==> config.mk <==
export PLATFORM = sky130hd
export DESIGN_NAME = api_frame_receiver_checksum_core
export DESIGN_NICKNAME = d
export VERILOG_FILES = /design/src/hdl/afrc_pkg.sv /design/src/hdl/afrc_parser.sv /design/src/hdl/api_frame_receiver_checksum_core.sv
export SDC_FILE = /design/constraint.sdc
export NUM_CORES = 1
export LEC_CHECK = 0
export ABC_CLOCK_PERIOD_IN_PS = 8900
export BUFFER_PORTS_ARGS = -buffer_cell sky130_fd_sc_hd__buf_2
export CORE_AREA = 2 2 125 96
export CTS_BUF_LIST = sky130_fd_sc_hd__clkbuf_16
export DETAILED_ROUTE_END_ITERATION = 6
export DIE_AREA = 0 0 127 98
export PLACE_DENSITY = 0.81
export SYNTH_ARGS = -nofsm -noshare
export SYNTH_HDL_FRONTEND = slang
export SYNTH_HIERARCHICAL = 1
export SYNTH_SLANG_ARGS = --single-unit
==> constraint.sdc <==
create_clock -name clk -period 8.9 [get_ports clk]
set_input_delay 1.335 -clock clk [delete_from_list [all_inputs] [get_ports clk]]
set_output_delay 1.335 -clock clk [all_outputs]
set_load 0.05 [all_outputs]
==> src/hdl/afrc_pkg.sv <==
// ----------------------------------------------------------------------------
// afrc_pkg
// Shared types and constants of the frame receiver with additive checksum.
// ----------------------------------------------------------------------------
package afrc_pkg;

  // Parser phase codes
  localparam logic [2:0] PH_HUNT   = 3'd0;
  localparam logic [2:0] PH_LEN_HI = 3'd1;
  localparam logic [2:0] PH_LEN_LO = 3'd2;
  localparam logic [2:0] PH_DATA   = 3'd3;
  localparam logic [2:0] PH_CHECK  = 3'd4;

  // Closing status codes
  localparam logic [1:0] ST_OK       = 2'd0;
  localparam logic [1:0] ST_CSUM_ERR = 2'd1;
  localparam logic [1:0] ST_TOO_BIG  = 2'd2;

  // Configuration register indexes
  localparam logic CFG_START_BYTE = 1'b0;
  localparam logic CFG_MAX_FRAME  = 1'b1;

  localparam logic [7:0]  CSUM_BASE    = 8'hFF;
  localparam logic [16:0] HDR_OVERHEAD = 17'd4;

  // One result item
  typedef struct packed {
    logic [7:0]  payload_byte;
    logic [15:0] payload_index;
    logic        frame_done;
    logic [1:0]  frame_status;
    logic [15:0] frame_length;
  } afrc_res_t;

endpackage

==> src/hdl/afrc_parser.sv <==
// ----------------------------------------------------------------------------
// afrc_parser
// Frame parse state and per-byte result logic; state advances on each fire.
// ----------------------------------------------------------------------------
module afrc_parser
  import afrc_pkg::*;
(
  input  logic        clk,
  input  logic        rst_n,
  input  logic        fire,
  input  logic [7:0]  rx_byte,
  input  logic [7:0]  start_byte,
  input  logic [16:0] max_frame_bytes,
  output logic        res_valid,
  output afrc_res_t   res
);

  logic [2:0]  phase_r,    phase_nxt;
  logic [7:0]  len_hi_r,   len_hi_nxt;
  logic [15:0] data_len_r, data_len_nxt;
  logic [15:0] seen_r,     seen_nxt;
  logic [7:0]  sum_r,      sum_nxt;
  logic        over_r,     over_nxt;
  logic [15:0] new_len;
  logic [15:0] seen_inc;

  assign new_len  = {len_hi_r, rx_byte};
  assign seen_inc = seen_r + 16'd1;

  always_comb begin
    phase_nxt    = phase_r;
    len_hi_nxt   = len_hi_r;
    data_len_nxt = data_len_r;
    seen_nxt     = seen_r;
    sum_nxt      = sum_r;
    over_nxt     = over_r;
    res_valid    = 1'b0;
    res          = '0;
    res.frame_length = data_len_r;
    unique case (phase_r)
      PH_HUNT: begin
        if (rx_byte == start_byte) phase_nxt = PH_LEN_HI;
      end
      PH_LEN_HI: begin
        len_hi_nxt = rx_byte;
        phase_nxt  = PH_LEN_LO;
      end
      PH_LEN_LO: begin
        data_len_nxt = new_len;
        seen_nxt     = '0;
        sum_nxt      = '0;
        over_nxt     = ({1'b0, new_len} + HDR_OVERHEAD) > max_frame_bytes;
        phase_nxt    = (new_len == 16'd0) ? PH_CHECK : PH_DATA;
      end
      PH_DATA: begin
        sum_nxt           = sum_r + rx_byte;
        res_valid         = !over_r;
        res.payload_byte  = rx_byte;
        res.payload_index = seen_r;
        seen_nxt          = seen_inc;
        if (seen_inc >= data_len_r) phase_nxt = PH_CHECK;
      end
      PH_CHECK: begin
        res_valid      = 1'b1;
        res.frame_done = 1'b1;
        if (over_r) begin
          res.frame_status = ST_TOO_BIG;
        end else if ((CSUM_BASE - sum_r) == rx_byte) begin
          res.frame_status = ST_OK;
        end else begin
          res.frame_status = ST_CSUM_ERR;
        end
        phase_nxt = PH_HUNT;
        over_nxt  = 1'b0;
      end
      default: begin
        phase_nxt = PH_HUNT;
      end
    endcase
  end

  always_ff @(posedge clk) begin
    if (!rst_n) begin
      phase_r    <= PH_HUNT;
      len_hi_r   <= '0;
      data_len_r <= '0;
      seen_r     <= '0;
      sum_r      <= '0;
      over_r     <= 1'b0;
    end else if (fire) begin
      phase_r    <= phase_nxt;
      len_hi_r   <= len_hi_nxt;
      data_len_r <= data_len_nxt;
      seen_r     <= seen_nxt;
      sum_r      <= sum_nxt;
      over_r     <= over_nxt;
    end
  end

  ap_phase_legal: assert property (@(posedge clk) disable iff (!rst_n)
    phase_r == PH_DATA |-> seen_r < data_len_r)
    else $error("data phase with all bytes already seen");

  ap_over_only_in_frame: assert property (@(posedge clk) disable iff (!rst_n)
    phase_r == PH_HUNT |-> !over_r)
    else $error("oversize flag set while hunting");

  ap_data_len_nonzero: assert property (@(posedge clk) disable iff (!rst_n)
    phase_r == PH_DATA |-> data_len_r != 16'd0)
    else $error("data phase entered with zero length");

endmodule

==> src/hdl/api_frame_receiver_checksum_core.sv <==
// ----------------------------------------------------------------------------
// api_frame_receiver_checksum_core
// Byte-stream frame receiver: start byte, 16-bit length, data, checksum.
// ----------------------------------------------------------------------------
//  channel | direction | transfer when            | payload
//  --------+-----------+--------------------------+------------------------------
//  in      | sink      | in_valid && !in_stall    | in_rx_byte
//  out     | source    | out_valid && !out_stall  | payload byte/index, done,
//          |           |                          | status, length
//  cfg     | sink      | cfg_we                   | cfg_index, cfg_data
//
//  One byte per cycle while the output is not stalled: a byte is held in the
//  input register, the parser updates its state and forms the result from it
//  combinationally, and the result lands in the output register, which drives
//  out_valid; the result thus passes the input and output registers in turn.
//  Bytes that give no result retire even while the output is stalled; a
//  byte with a result waits in the input register until the output frees.
//  Reset (synchronous, active low) empties both registers, returns to the
//  start-byte hunt and loads start_byte = 0x7E, max_frame_bytes = 256.
// ----------------------------------------------------------------------------
module api_frame_receiver_checksum_core
  import afrc_pkg::*;
(
  input  logic        clk,
  input  logic        rst_n,
  // input channel
  input  logic        in_valid,
  output logic        in_stall,
  input  logic [7:0]  in_rx_byte,
  // result channel
  output logic        out_valid,
  input  logic        out_stall,
  output logic [7:0]  out_payload_byte,
  output logic [15:0] out_payload_index,
  output logic        out_frame_done,
  output logic [1:0]  out_frame_status,
  output logic [15:0] out_frame_length,
  // configuration
  input  logic        cfg_we,
  input  logic        cfg_index,
  input  logic [16:0] cfg_data
);

  logic [7:0]  start_byte_r;
  logic [16:0] max_frame_r;

  logic        in_vld_r;
  logic [7:0]  in_byte_r;
  logic        out_vld_r;
  afrc_res_t   out_res_r;

  logic        res_valid;
  afrc_res_t   res;
  logic        out_free;
  logic        fire;
  logic        in_take;

  // Output register can take a new result when empty or draining this cycle
  assign out_free = !out_vld_r || !out_stall;
  // Retire the held byte unless it has a result and the output is blocked
  assign fire     = in_vld_r && (!res_valid || out_free);
  assign in_stall = in_vld_r && !fire;
  assign in_take  = in_valid && !in_stall;

  // Configuration registers
  always_ff @(posedge clk) begin
    if (!rst_n) begin
      start_byte_r <= 8'h7E;
      max_frame_r  <= 17'd256;
    end else if (cfg_we) begin
      unique case (cfg_index)
        CFG_START_BYTE: start_byte_r <= cfg_data[7:0];
        CFG_MAX_FRAME:  max_frame_r  <= cfg_data;
        default: ;
      endcase
    end
  end

  // Input register: refill when empty or when the held byte retires
  always_ff @(posedge clk) begin
    if (!rst_n) begin
      in_vld_r <= 1'b0;
    end else if (in_take) begin
      in_vld_r <= 1'b1;
    end else if (fire) begin
      in_vld_r <= 1'b0;
    end
  end

  always_ff @(posedge clk) begin
    if (in_take) in_byte_r <= in_rx_byte;
  end

  afrc_parser u_parser (
    .clk             (clk),
    .rst_n           (rst_n),
    .fire            (fire),
    .rx_byte         (in_byte_r),
    .start_byte      (start_byte_r),
    .max_frame_bytes (max_frame_r),
    .res_valid       (res_valid),
    .res             (res)
  );

  // Result register: load on a retiring byte with a result, drop on transfer
  always_ff @(posedge clk) begin
    if (!rst_n) begin
      out_vld_r <= 1'b0;
    end else if (fire && res_valid) begin
      out_vld_r <= 1'b1;
    end else if (!out_stall) begin
      out_vld_r <= 1'b0;
    end
  end

  always_ff @(posedge clk) begin
    if (fire && res_valid) out_res_r <= res;
  end

  assign out_valid         = out_vld_r;
  assign out_payload_byte  = out_res_r.payload_byte;
  assign out_payload_index = out_res_r.payload_index;
  assign out_frame_done    = out_res_r.frame_done;
  assign out_frame_status  = out_res_r.frame_status;
  assign out_frame_length  = out_res_r.frame_length;

  ap_no_overwrite: assert property (@(posedge clk) disable iff (!rst_n)
    fire && res_valid |-> out_free)
    else $error("result loaded over a stalled result");

  ap_status_clean: assert property (@(posedge clk) disable iff (!rst_n)
    out_vld_r && out_res_r.frame_done |->
      out_res_r.payload_byte == 8'd0 && out_res_r.payload_index == 16'd0)
    else $error("status result carries data fields");

  ap_data_clean: assert property (@(posedge clk) disable iff (!rst_n)
    out_vld_r && !out_res_r.frame_done |-> out_res_r.frame_status == ST_OK)
    else $error("data result carries a status");

  ap_reset_empty: assert property (@(posedge clk)
    !rst_n |=> !out_vld_r && !in_vld_r)
    else $error("registers not empty after reset");

endmodule
# Yosys cells after proc, flatten, opt, wreduce, memory -nomap -nowiden
# Cells that the tools add are included.
dict set report totals {
  register_bits 130
  in_bits 31
  out_inout_bits 45
  word_cells 74
}
dict set report classes {
  add_sub_neg 4
  magnitude_cmp 2
  eq_ne 9
  mux 15
  bitwise 2
  reduce_logical 25
}
# op count
set op_table {}
lappend op_table {{$pmux W16 S2} 1}
lappend op_table {{$add A16 B3 Y17 const B} 1}
lappend op_table {{$gt A17 B17 Y1} 1}
lappend op_table {{$add A16 B1 Y16 const B} 1}
lappend op_table {{$eq A8 B8 Y1} 2}
lappend op_table {{$ge A16 B16 Y1} 1}
lappend op_table {{$logic_not A16 Y1} 1}
lappend op_table {{$pmux W8 S2} 1}
lappend op_table {{$mux W3} 4}
lappend op_table {{$pmux W3 S4} 1}
lappend op_table {{$reduce_and A2 Y1} 6}
lappend op_table {{$add A8 B8 Y8} 1}
lappend op_table {{$sub A8 B8 Y8 const A} 1}
lappend op_table {{$eq A3 B2 Y1 const B} 2}
lappend op_table {{$logic_not A1 Y1} 6}
lappend op_table {{$ne A2 B1 Y1 const B} 3}
lappend op_table {{$reduce_bool A2 Y1} 3}
lappend op_table {{$mux W1} 5}
lappend op_table {{$logic_and A1 B1 Y1} 4}
lappend op_table {{$pmux W1 S2} 2}
lappend op_table {{$eq A3 B1 Y1 const B} 1}
lappend op_table {{$eq A3 B3 Y1 const B} 1}
lappend op_table {{$logic_not A3 Y1} 1}
lappend op_table {{$reduce_and A3 Y1} 1}
lappend op_table {{other kinds (4)} 6}

# Depth between registers and ports, before layout
# Gate-level depths: netlist of run 1.
dict set report logic_depth {
  word_depth 10
  depth_mapped 13
  mapped_depth_nobuf 12
}

# By module
# The synthesis of run 1 kept the hierarchy.
# module instances cells_each area_per_inst_um2 seq_area_each_um2
set modules_own_cells {}
lappend modules_own_cells {afrc_parser 1 516 4021.4 1041.0}
lappend modules_own_cells {api_frame_receiver_checksum_core 1 174 2602.5 2072.0}

# Worst setup path after synthesis of run 1
# Ideal clock, no wire load.
dict set report synth_path {
  path_kind {input-to-reg}
  start {input port out_stall}
  end {register out_res_r (netlist bit out_frame_done), enable pin}
  setup_time_ps 458
  t_arrival_ps 3465
  required_time_ps 8442
  path_slack_ps 4978
  stages 1
  n_path_buf 0
  cell_sequence {a21oi_1}
}
dict set report synth_via {
  elab_chain_cells 5
}
# element line
set synth_lines {}
lappend synth_lines {{start, declared} api_frame_receiver_checksum_core.sv:32} ;# input logic out_stall,
lappend synth_lines {{$logic_not A1 Y1} -}
lappend synth_lines {{$logic_or A1 B1 Y1} api_frame_receiver_checksum_core.sv:59} ;# assign out_free = !out_vld_r || !out_stall;
lappend synth_lines {{$logic_or A1 B1 Y1} api_frame_receiver_checksum_core.sv:61} ;# assign fire = in_vld_r && (!res_valid || out_free);
lappend synth_lines {{$logic_and A1 B1 Y1} api_frame_receiver_checksum_core.sv:61}
lappend synth_lines {{$logic_and A1 B1 Y1} api_frame_receiver_checksum_core.sv:117} ;# if (fire && res_valid) out_res_r <= res;
lappend synth_lines {{end signal, assigned} api_frame_receiver_checksum_core.sv:117}
lappend synth_lines {{end, declared} api_frame_receiver_checksum_core.sv:50} ;# afrc_res_t out_res_r;
# Every way passes these cells.
# A chain may end at the register's enable or synchronous reset.

# Worst setup path in the final report of run 1
dict set report layout_path {
  start {register u_parser.phase_r[0]}
  end {output port in_stall}
}
dict set report layout_via {
  elab_chain_cells 7
  elab_cells_between_ends 8
  cone_classes {eq/ne (2); mux (1); reduce/logical (5)}
}
# element line
set layout_lines {}
lappend layout_lines {{start, declared} afrc_parser.sv:18} ;# logic [2:0] phase_r, phase_nxt;
lappend layout_lines {{start signal, assigned} afrc_parser.sv:91} ;# phase_r <= phase_nxt;
lappend layout_lines {{$eq A3 B3 Y1 or $eq A3 B2 Y1 (tied branches)} afrc_parser.sv:40} ;# unique case (phase_r)
lappend layout_lines {{$pmux W1 S2 (*)} afrc_parser.sv:40}
lappend layout_lines {{via res_valid} api_frame_receiver_checksum_core.sv:52} ;# logic res_valid;
lappend layout_lines {{$logic_not A1 Y1 (*)} api_frame_receiver_checksum_core.sv:61}
lappend layout_lines {{$logic_or A1 B1 Y1 (*)} api_frame_receiver_checksum_core.sv:61}
lappend layout_lines {{$logic_and A1 B1 Y1 (*)} api_frame_receiver_checksum_core.sv:61}
lappend layout_lines {{$logic_not A1 Y1 (*)} api_frame_receiver_checksum_core.sv:62} ;# assign in_stall = in_vld_r && !fire;
lappend layout_lines {{$logic_and A1 B1 Y1 (*)} api_frame_receiver_checksum_core.sv:62}
lappend layout_lines {{end, declared} api_frame_receiver_checksum_core.sv:28} ;# output logic in_stall,
# Mark *: on every way through the listed nets, which the timed path passes. The rest lies on a longest branch.

==> reports/results.ini, run 1 <==
[power]
power.total_uw=1355
p_sw_share_pct=22.13
p_per_area_nw_per_um2=179.0
pwr-share-seq_pct=47.2
p_comb_share_pct=5.1
p_leak_uw=0.003213
p_clk_share_pct=47.8
ir_drop_uv=139.9
switching_power_uw=299.9
p_int_uw=1055

[setup_path]
r2r_slack_ps=5170
cp_cell_sequence=nand2_1 -> o21ai_0 -> nand2_1 -> nor2_1 -> buf_2
crit_path_end_kind=output pin
slowest_stage=dfxtp_1
worstSetupPathType=flip-flop to output pin
cp_top_family=flip-flops
reg2reg_depth=9
crit_path_start_kind=flip-flop
rr_startpoint=u_parser/phase_r[0]$_SDFFE_PN0P_
crit_required_ps=7570
cp_max_fo=31
cp_common_cell=nand2_1
r2r_end=u_parser/over_r$_SDFFE_PN0P_
path_buf_inv=1
crit_arrival_ps=2870
slowest_delay_ps=940

[yosys]
netlist.area_leader.share_pct=23.88
syn_inst=690
synth_fp_nets=765
seq_area_frac_synth_pct=47.00
ys_async_sr_fraction_pct=0
syn_avg_cell_area_sq_um=9.600
synth_top_cell_by_area=dfxtp_1
syn-cell-area_sq_um=6624
synth-seq-cells=130
synth_area_leaders=dfxtp_1 (24%), edfxtp_1 (23%), ha_1 (8.1%)
synthFlopType=dfxtp_1
yosysWarnings=6
synth_edf_count=51
yosys-top-cells-count=nand2_1 (120), dfxtp_1 (79), edfxtp_1 (51)
yosysMostFrequentCell=nand2_1
synth.distinct_cells=52

[sta]
max_slew_margin_pct=21.60
drv_slew=0
max_freq_mhz=237.7
finalSetupViolations=0
min_period_ps=4207
rsz0062_at_grt=false
finalCritPeriodShare_pct=47.27
setup_tns_ps=0
skew_ps=8.365
final-hold-violation-count=0
worst_pin_slew_ps=1176

[drt]
drt_pass1_iterations=5
wl_um=14910
drc_errors=0
vias_per_cell=5.762
first_iter_violations=468
post_drt_wl_per_cell_um=16.49
drtAntennaViolNets=0
num_vias=5209

[clock_tree]
cts-root-buf=clkbuf_16
post_cts_resized=0
clock_latency_ps=420
hold_buffers=0
clk_pin_slew_ps=60
h-tree-depth=4
numCtsBuffers=17
tritoncts=done
postCtsSetupBuffers=0
cts.sinks=130
clockBufferDepth=2

[cells_and_area]
fillers=841
num-nets-final=822
final_layout_size_suffix_gt1_share_pct=16.32
synthToLayoutAreaGrowth_pct=14.32
diodes=0

[min_path]
hold_depth=0
hold_start=u_parser/data_len_r[12]$_SDFFE_PN0P_
hold_path_class=flip-flop to flip-flop
min_to=out_frame_length[12]$_DFFE_PP_

[floorplan]
ioPinCount=76
rows=34
die_w_um=127
floorplan.initialDensity_pct=58.54
die_area_sq_um=12450
core-area_sq_um=11320
die_h_um=98

[grt]
grt_use_total_pct=25.63
grt_pass1_wl_um=25210
grt_pass1_vias=5116
grt_max_degree=83
grt-ovfl-total=0
antenna_found_initial=0

[run]
timing.max_cap.violations=0

[run_status]
status=completed

[placement]
gp_congestion=0.8995
hpwl_um=10470
numPortBuffers=75

-- cell type report --
| type | instances | area (sq um) | area share (%) |
|---|---|---|---|
| clock buffer | 20 | 500.5 | 6.609 |
| clock inverter | 12 | 58.81 | 0.7766 |
| inverter | 37 | 138.9 | 1.834 |
| multi-input combinational | 484 | 3191 | 42.13 |
| sequential | 130 | 3113 | 41.11 |
| tap | 144 | 180.2 | 2.379 |
| timing repair buffer | 77 | 390.4 | 5.155 |
-- cells by family (layout without fill, tap and decap cells) --
family | count (synthesis) | count (layout) | share of synthesized area, %
mux | 2 | 2 | 0.3022
fa+ha+maj | 44 | 44 | 8.425
buf+inv | 76 | 146 | 5.005
simple gates | 273 | 273 | 20.27
xor+xnor | 40 | 40 | 5.289
flops | 130 | 130 | 47.00
compound gates | 125 | 125 | 13.71
-- worst max-delay path by stage --
stage	from	endpoint	slack, ps	cells past startpoint
2_1_floorplan	out_stall	out_frame_done$_DFFE_PP_	4980	1
3_3_place_gp	out_stall	u_parser/over_r$_SDFFE_PN0P_	5300	7
3_5_place_dp	out_stall	u_parser/over_r$_SDFFE_PN0P_	5130	7
4_1_cts	u_parser/phase_r[0]$_SDFFE_PN0P_	in_stall	4720	5
5_1_grt	u_parser/phase_r[0]$_SDFFE_PN0P_	in_stall	4390	5
6_report	u_parser/phase_r[0]$_SDFFE_PN0P_	in_stall	4690	5
-- placed cells by master, fill, tap and decap left out, types with 14 or more instances in the layout --
| master | count |
|---|---|
| inv_1 | 39 |
| and3_1 | 31 |
| nor2b_1 | 22 |
| nand3_1 | 31 |
| a21boi_0 | 35 |
| nand2_1 | 120 |
| dfxtp_1 | 79 |
| nand4_1 | 14 |
| nor2_1 | 25 |
| ha_1 | 43 |
| clkbuf_16 | 20 |
| xnor2_1 | 27 |
| buf_2 | 75 |
| edfxtp_1 | 51 |
| a21oi_1 | 23 |
-- power groups by stage --
stage | clock network, uW | registers, uW | logic (uW)
after floorplan | 0 | 642 | 54.6
after global placement | 0 | 651 | 64.1
after detailed placement | 0 | 651 | 67.7
after CTS | 657 | 639 | 68.2
after global routing | 686 | 640 | 77.3
final | 647 | 639 | 68.5
-- through the flow --
stage          worst slack (ps)  area [sq um]  hold WS [ps]  std cells  util, %
3_3_place_gp               5301          7013         457.0        872    61.97
3_5_place_dp               5130          7013         446.1        872    61.97
4_1_cts                    4722          7572         459.0        904    66.92
2_1_floorplan              4978          6624         430.0        690        -
6_report                   4693          7572         457.4        904    66.92
5_1_grt                    4394          7572         479.9        904    66.92
-- flip-flops by register name, indices dropped and copies added, names as in the netlist, 2 cells and up --
register and cells:
start_byte_r 8, u_parser/sum_r 8, u_parser/len_hi_r 8, out_payload_index 16, u_parser/data_len_r 16, max_frame_r 17
u_parser/phase_r 3, in_byte_r 8, u_parser/seen_r 16, out_frame_status 2, out_payload_byte 8, out_frame_length 16
-- metal layers --
layer | vias to the layer above | global-route usage [%] | wire length (um)
li1 | 2518 | - | -
met1 | 2486 | 35.38 | 6775
met2 | 179 | 39.29 | 6840
met3 | 26 | 7.068 | 1006
met4 | 0 | 8.622 | 283
met5 | - | 0 | 0
Power figures use the tool's default switching activity.
==> inputs of run 2 (changes only) <==
- ABC_CLOCK_PERIOD_IN_PS: 8900 -> 3670
- CORE_AREA: 2 2 125 96 -> 2 2 133 102
- DIE_AREA: 0 0 127 98 -> 0 0 135 104
- PLACE_DENSITY: 0.81 -> 0.75
- clock period: 8.9 -> 3.67 ns (I/O delays scaled with it)
==> run 2 against run 1 <==
- die area increased by 13%
- combinational power grew 150%
- non-clock buffer count grew 7
- clock skew shrank 2.3 ps
- critical path type unchanged
- clock power rose to 2.6 times the previous value
- utilization decreased by 6.9 points
- worst hold slack lost 140 ps
- critical path depth is 2 higher
- wire length grew 1.5%
- largest power group unchanged
- setup slack lost 4000 ps
- design area rose by 1.4%
- largest cell class unchanged
- highest routed layer unchanged
==> reports/results.ini, run 2 (synthesis gave the netlist of run 1 again) <==
[run_status]
status=completed

[drt]
drtAntennaViolNets=0  ; unchanged
num_vias=5254  ; +0.86%
vias_per_cell=5.601  ; -2.8%
drc_errors=0  ; unchanged
post_drt_wl_per_cell_um=16.13  ; -2.2%
wl_um=15130  ; +1.5%
drt_pass1_iterations=5  ; unchanged
first_iter_violations=451  ; -3.6%

[floorplan]
ioPinCount=76  ; unchanged
die_h_um=104  ; +6.1%
rows=36  ; +5.9%
die_area_sq_um=14040  ; +13%
core-area_sq_um=12790  ; +13%
die_w_um=135  ; +6.3%
floorplan.initialDensity_pct=51.78  ; -6.8 points

[cells_and_area]
largest_register_ffs=17  ; unchanged
final_cell_mix=nand2_1 (120), dfxtp_1 (79), buf_2 (75), edfxtp_1 (51), ha_1 (43)
num-nets-final=829  ; +0.85%
final_cells=938  ; +3.8%
largest_register=max_frame_r
synthToLayoutAreaGrowth_pct=15.87
final_layout_size_suffix_gt1_share_pct=16.95  ; +0.63 points
final_common_cell=nand2_1
multi_input_area_sq_um=3191  ; unchanged
regArea_sq_um=3113  ; unchanged
diodes=0  ; unchanged
fillers=1096  ; +30%

[clock_tree]
postCtsSetupBuffers=0  ; unchanged
cts.sinks=130  ; unchanged
clk_pin_slew_ps=60  ; about the same
h-tree-depth=4  ; unchanged
cts-root-buf=clkbuf_16
clockBufferDepth=2  ; unchanged
numCtsBuffers=17  ; unchanged
tritoncts=done
clock_latency_ps=410  ; about the same
post_cts_resized=0  ; unchanged
hold_buffers=0  ; unchanged

[min_path]
hold_start=in_rx_byte[0]
hold_depth=1  ; +1
hold_path_class=primary input to flip-flop

[setup_path]
crit_arrival_ps=2410  ; -460 ps
worstSetupPathType=flip-flop to output pin
cp_max_fo=26  ; -16%
rr_startpoint=u_parser/seen_r[0]$_SDFFE_PN0P_
crit_path_start_kind=flip-flop
crit_required_ps=3120  ; -4450 ps
crit_path_end_kind=output pin
cp-startpoint=u_parser/phase_r[1]$_SDFFE_PN0P_
reg2reg_depth=11  ; +2

[placement]
hpwl_um=10360  ; -1.1%
gp_congestion=0.8986  ; -0.10%
numPortBuffers=75  ; unchanged
placed_cells=906  ; +3.9%
post-place-ws_ps=793.4  ; -4337 ps

[grt]
grt_pass1_wl_um=24560  ; -2.6%
grt_max_degree=83  ; unchanged
grt_pass1_vias=4983  ; -2.6%
grt_use_total_pct=22.07  ; -3.6 points
grt-ovfl-total=0  ; unchanged
antenna_found_initial=0  ; unchanged

[sta]
skew_ps=6.100  ; -2.264 ps
final-hold-violation-count=0  ; unchanged
setup_tns_ps=0  ; unchanged
worst_pin_slew_ps=1207  ; +30.78 ps
max_freq_mhz=338.1
finalSetupViolations=0  ; unchanged
rsz0062_at_grt=false
drv_slew=0  ; unchanged
max_slew_margin_pct=19.54  ; -2.1 points
setup_slack_ps=712.2  ; -3981 ps
min_period_ps=2958
finalCritPeriodShare_pct=80.59

[power]
p_leak_uw=0.003246  ; +1.0%
ir_drop_uv=320.0  ; +130%
p_per_area_nw_per_um2=438.1  ; +140%

[run]
timing.max_cap.violations=0  ; unchanged

run 2: path summary, 6_finish.rpt:
path                                 endpoint  slack [ps]
max                                  in_stall         710
min                    in_byte_r[0]$_DFFE_PP_         310
max reg2reg  u_parser/phase_r[2]$_SDFFE_PN0P_         710
min reg2reg     out_frame_length[1]$_DFFE_PP_         470
run 2: final cells by class:
class | instances | share of cell area, %
well taps | 171 | 2.788
repair buffers | 84 | 5.771
inverters | 37 | 1.810
flip-flops and latches | 130 | 40.56
clock buffers | 17 | 5.543
clock inverters | 15 | 1.956
multi-input cells | 484 | 41.57
run 2: metrics by stage:
| step | instance area (sq um) | util, % | hold WS [ps] | power [uW] |
|---|---|---|---|---|
| after global routing | 7675 | 60.00 | 307.9 | 3475 |
| after detailed placement | 7099 | 55.50 | 454.1 | 1741 |
| final | 7675 | 60.00 | 313.8 | 3362 |
| after CTS | 7675 | 60.00 | 306.2 | 3384 |
| after floorplan | 6624 | - | 430.0 | 1690 |
| after global placement | 7099 | 55.50 | 453.6 | 1732 |
run 2: worst max-delay path, cell delays in order, from the launching register on:
cell and delay [ps]:
dfxtp_1 430, nor2b_1 160, buf_4 270, nand2_1 100, o21ai_0 340, nand2_1 190, nor2_1 200, buf_2 300
run 2: layer usage:
| layer | wire length, um | up-vias | global-route usage (%) |
|---|---|---|---|
| met2 | 6915 | 223 | 33.68 |
| met5 | 0 | - | 0 |
| li1 | - | 2535 | - |
| met3 | 1080 | 22 | 5.312 |
| met1 | 6928 | 2474 | 31.22 |
| met4 | 204 | 0 | 6.548 |
run 2: report_power, final:
group          internal [uW]  switching (uW)  leakage (uW)  total, uW
Combinational           78.6            92.0       0.00178        171
Clock                   1050             597      0.000290       1650
Sequential              1510            31.4       0.00118       1550
Total                   2640             720       0.00325       3360
==> inputs of run 3 (changes only) <==
- ABC_CLOCK_PERIOD_IN_PS: 3670 -> 2550
- clock period: 3.67 -> 2.55 ns (I/O delays scaled with it)
==> run 3 against run 2 <==
- sequential power rose by 42%
- via count grew 1.5%
- non-clock buffer count grew 36
- critical endpoint unchanged
- utilization is 3.8 points higher
==> reports/results.ini, run 3 (synthesis gave the netlist of run 1 again) <==
[run_status]
status=completed

[setup_path]
cp_top_family=simple AND/OR/NAND/NOR gates
crit_path_end_kind=output pin
crit_arrival_ps=2090  ; -320 ps
path_buf_inv=1  ; -1
cp_common_cell=nand2_1
cp_max_fo=6  ; -77%
slowest_delay_ps=440  ; about the same
crit_path_start_kind=flip-flop
worstSetupPathType=flip-flop to output pin
cp_cell_sequence=nor2b_1 -> nand2_1 -> o21ai_1 -> nand2_1 -> nor2_1 -> clkbuf_4
slowest_stage=dfxtp_1
crit_required_ps=2170  ; -950 ps
r2r_slack_ps=100  ; -610 ps

[cells_and_area]
finish.instance_area_sq_um=8159  ; +6.3%
num-nets-final=865  ; +4.3%
synthToLayoutAreaGrowth_pct=23.18
diodes=0  ; unchanged
largest_register=max_frame_r
largest_register_ffs=17  ; unchanged
final_common_cell=nand2_1
final_cell_mix=nand2_1 (119), buf_2 (74), dfxtp_1 (70), edfxtp_1 (51)
final_layout_size_suffix_gt1_share_pct=25.03  ; +8.1 points
final_cells=974  ; +3.8%

[grt]
grt_max_degree=43  ; -48%
grt_pass1_vias=5263  ; +5.6%
grt-ovfl-total=0  ; unchanged
grt_pass1_wl_um=25940  ; +5.6%
grt_use_total_pct=23.43  ; +1.4 points
antenna_found_initial=0  ; unchanged

[floorplan]
floorplan.initialDensity_pct=51.78  ; unchanged
die_w_um=135  ; unchanged
die_area_sq_um=14040  ; unchanged
core-area_sq_um=12790  ; unchanged
ioPinCount=76  ; unchanged
die_h_um=104  ; unchanged
rows=36  ; unchanged

[sta]
min_period_ps=2475
final-hold-violation-count=0  ; unchanged
max_freq_mhz=404.0
worst_pin_slew_ps=640.9  ; -565.9 ps
finalCritPeriodShare_pct=97.06
finalSetupViolations=0  ; unchanged
drv_slew=0  ; unchanged
rsz0062_at_grt=true
skew_ps=5.262  ; -0.8387 ps
max_slew_margin_pct=57.27  ; +38 points

[clock_tree]
clock_latency_ps=420  ; about the same
clockBufferDepth=2  ; unchanged
numCtsBuffers=17  ; unchanged
clk_pin_slew_ps=50  ; about the same
hold_buffers=0  ; unchanged
cts-root-buf=clkbuf_16
tritoncts=done
cts.sinks=130  ; unchanged
h-tree-depth=4  ; unchanged

[drt]
wl_um=15520  ; +2.6%
post_drt_wl_per_cell_um=15.93  ; -1.2%
drtAntennaViolNets=0  ; unchanged
vias_per_cell=5.477  ; -2.2%
drc_errors=0  ; unchanged
drt_pass1_iterations=5  ; unchanged
num_vias=5335  ; +1.5%
first_iter_violations=464  ; +2.9%

[placement]
placed_cells=935  ; +3.2%
hpwl_um=10980  ; +6.0%
numPortBuffers=75  ; unchanged
gp_congestion=0.9265  ; +3.1%
placed_cell_area_sq_um=7342  ; +3.4%

[power]
p_leak_uw=0.003492  ; +7.6%
p_per_area_nw_per_um2=612.3  ; +40%
ir_drop_uv=554.3  ; +73%

[run]
timing.max_cap.violations=0  ; unchanged

[min_path]
hold_path_class=primary input to flip-flop

run 3: cell types whose count changed in the layout (fill, tap and decap cells not counted), moves of 3 or more:
cell     delta
nand3_1     -4
and3_4      +3
nor2_2      +5
buf_4      +32
nor2_1      -6
dfxtp_2     +9
nand3_2     +3
and3_1      -3
dfxtp_1     -9
run 3: path summary, 6_finish.rpt:
kind	startpoint	end	depth (start not counted)
min	in_rx_byte[1]	in_byte_r[1]$_DFFE_PP_	1
min reg2reg	u_parser/data_len_r[1]$_SDFFE_PN0P_	out_frame_length[1]$_DFFE_PP_	0
max reg2reg	u_parser/seen_r[0]$_SDFFE_PN0P_	u_parser/phase_r[2]$_SDFFE_PN0P_	10
max	u_parser/phase_r[1]$_SDFFE_PN0P_	in_stall	6
run 3: final cells by class:
class | count | area [sq um]
Clock buffer | 19 | 475.5
Timing Repair Buffer | 120 | 748.2
Sequential cell | 130 | 3124
Fill cell | 1033 | 4633
Clock inverter | 13 | 136.4
Multi-Input combinational cell | 484 | 3322
Tap cell | 171 | 214.0
Inverter | 37 | 138.9
run 3: timing repair:
| action | in CTS | in global routing |
|---|---|---|
| pin swaps | 0 | 11 |
| setup buffers | 0 | 7 |
| resized for setup | 2 | 41 |
| setup endpoints to repair | 2 | 6 |
run 3: where the power goes:
| part | internal (uW) | switching (uW) |
|---|---|---|
| Combinational | 140 | 164 |
| Clock | 1630 | 859 |
| Sequential | 2180 | 21.8 |
| Total | 3950 | 1050 |
run 3: per-layer routing:
layer / share of wire, % / track usage [%] / up-vias
met4: 1.6 / 8.333 / 0
met5: 0 / 0 / -
met3: 7.0 / 5.750 / 24
met1: 45 / 31.98 / 2514
li1: - / - / 2601
met2: 47 / 36.33 / 196
run 3: per-stage QoR:
step                utilization, %  hold slack [ps]  worst slack, ps  setup TNS (ps)  power (uW)
finish                       63.78            138.9            74.99               0        4995
global route                 63.78            120.8           -59.20          -129.3        5160
CTS                          62.22            124.9            20.51               0        5015
detailed placement           57.39            449.7            1.384               0        2525
global placement             57.39            457.0            69.82               0        2513
floorplan                        -            430.0            20.42               0        2433
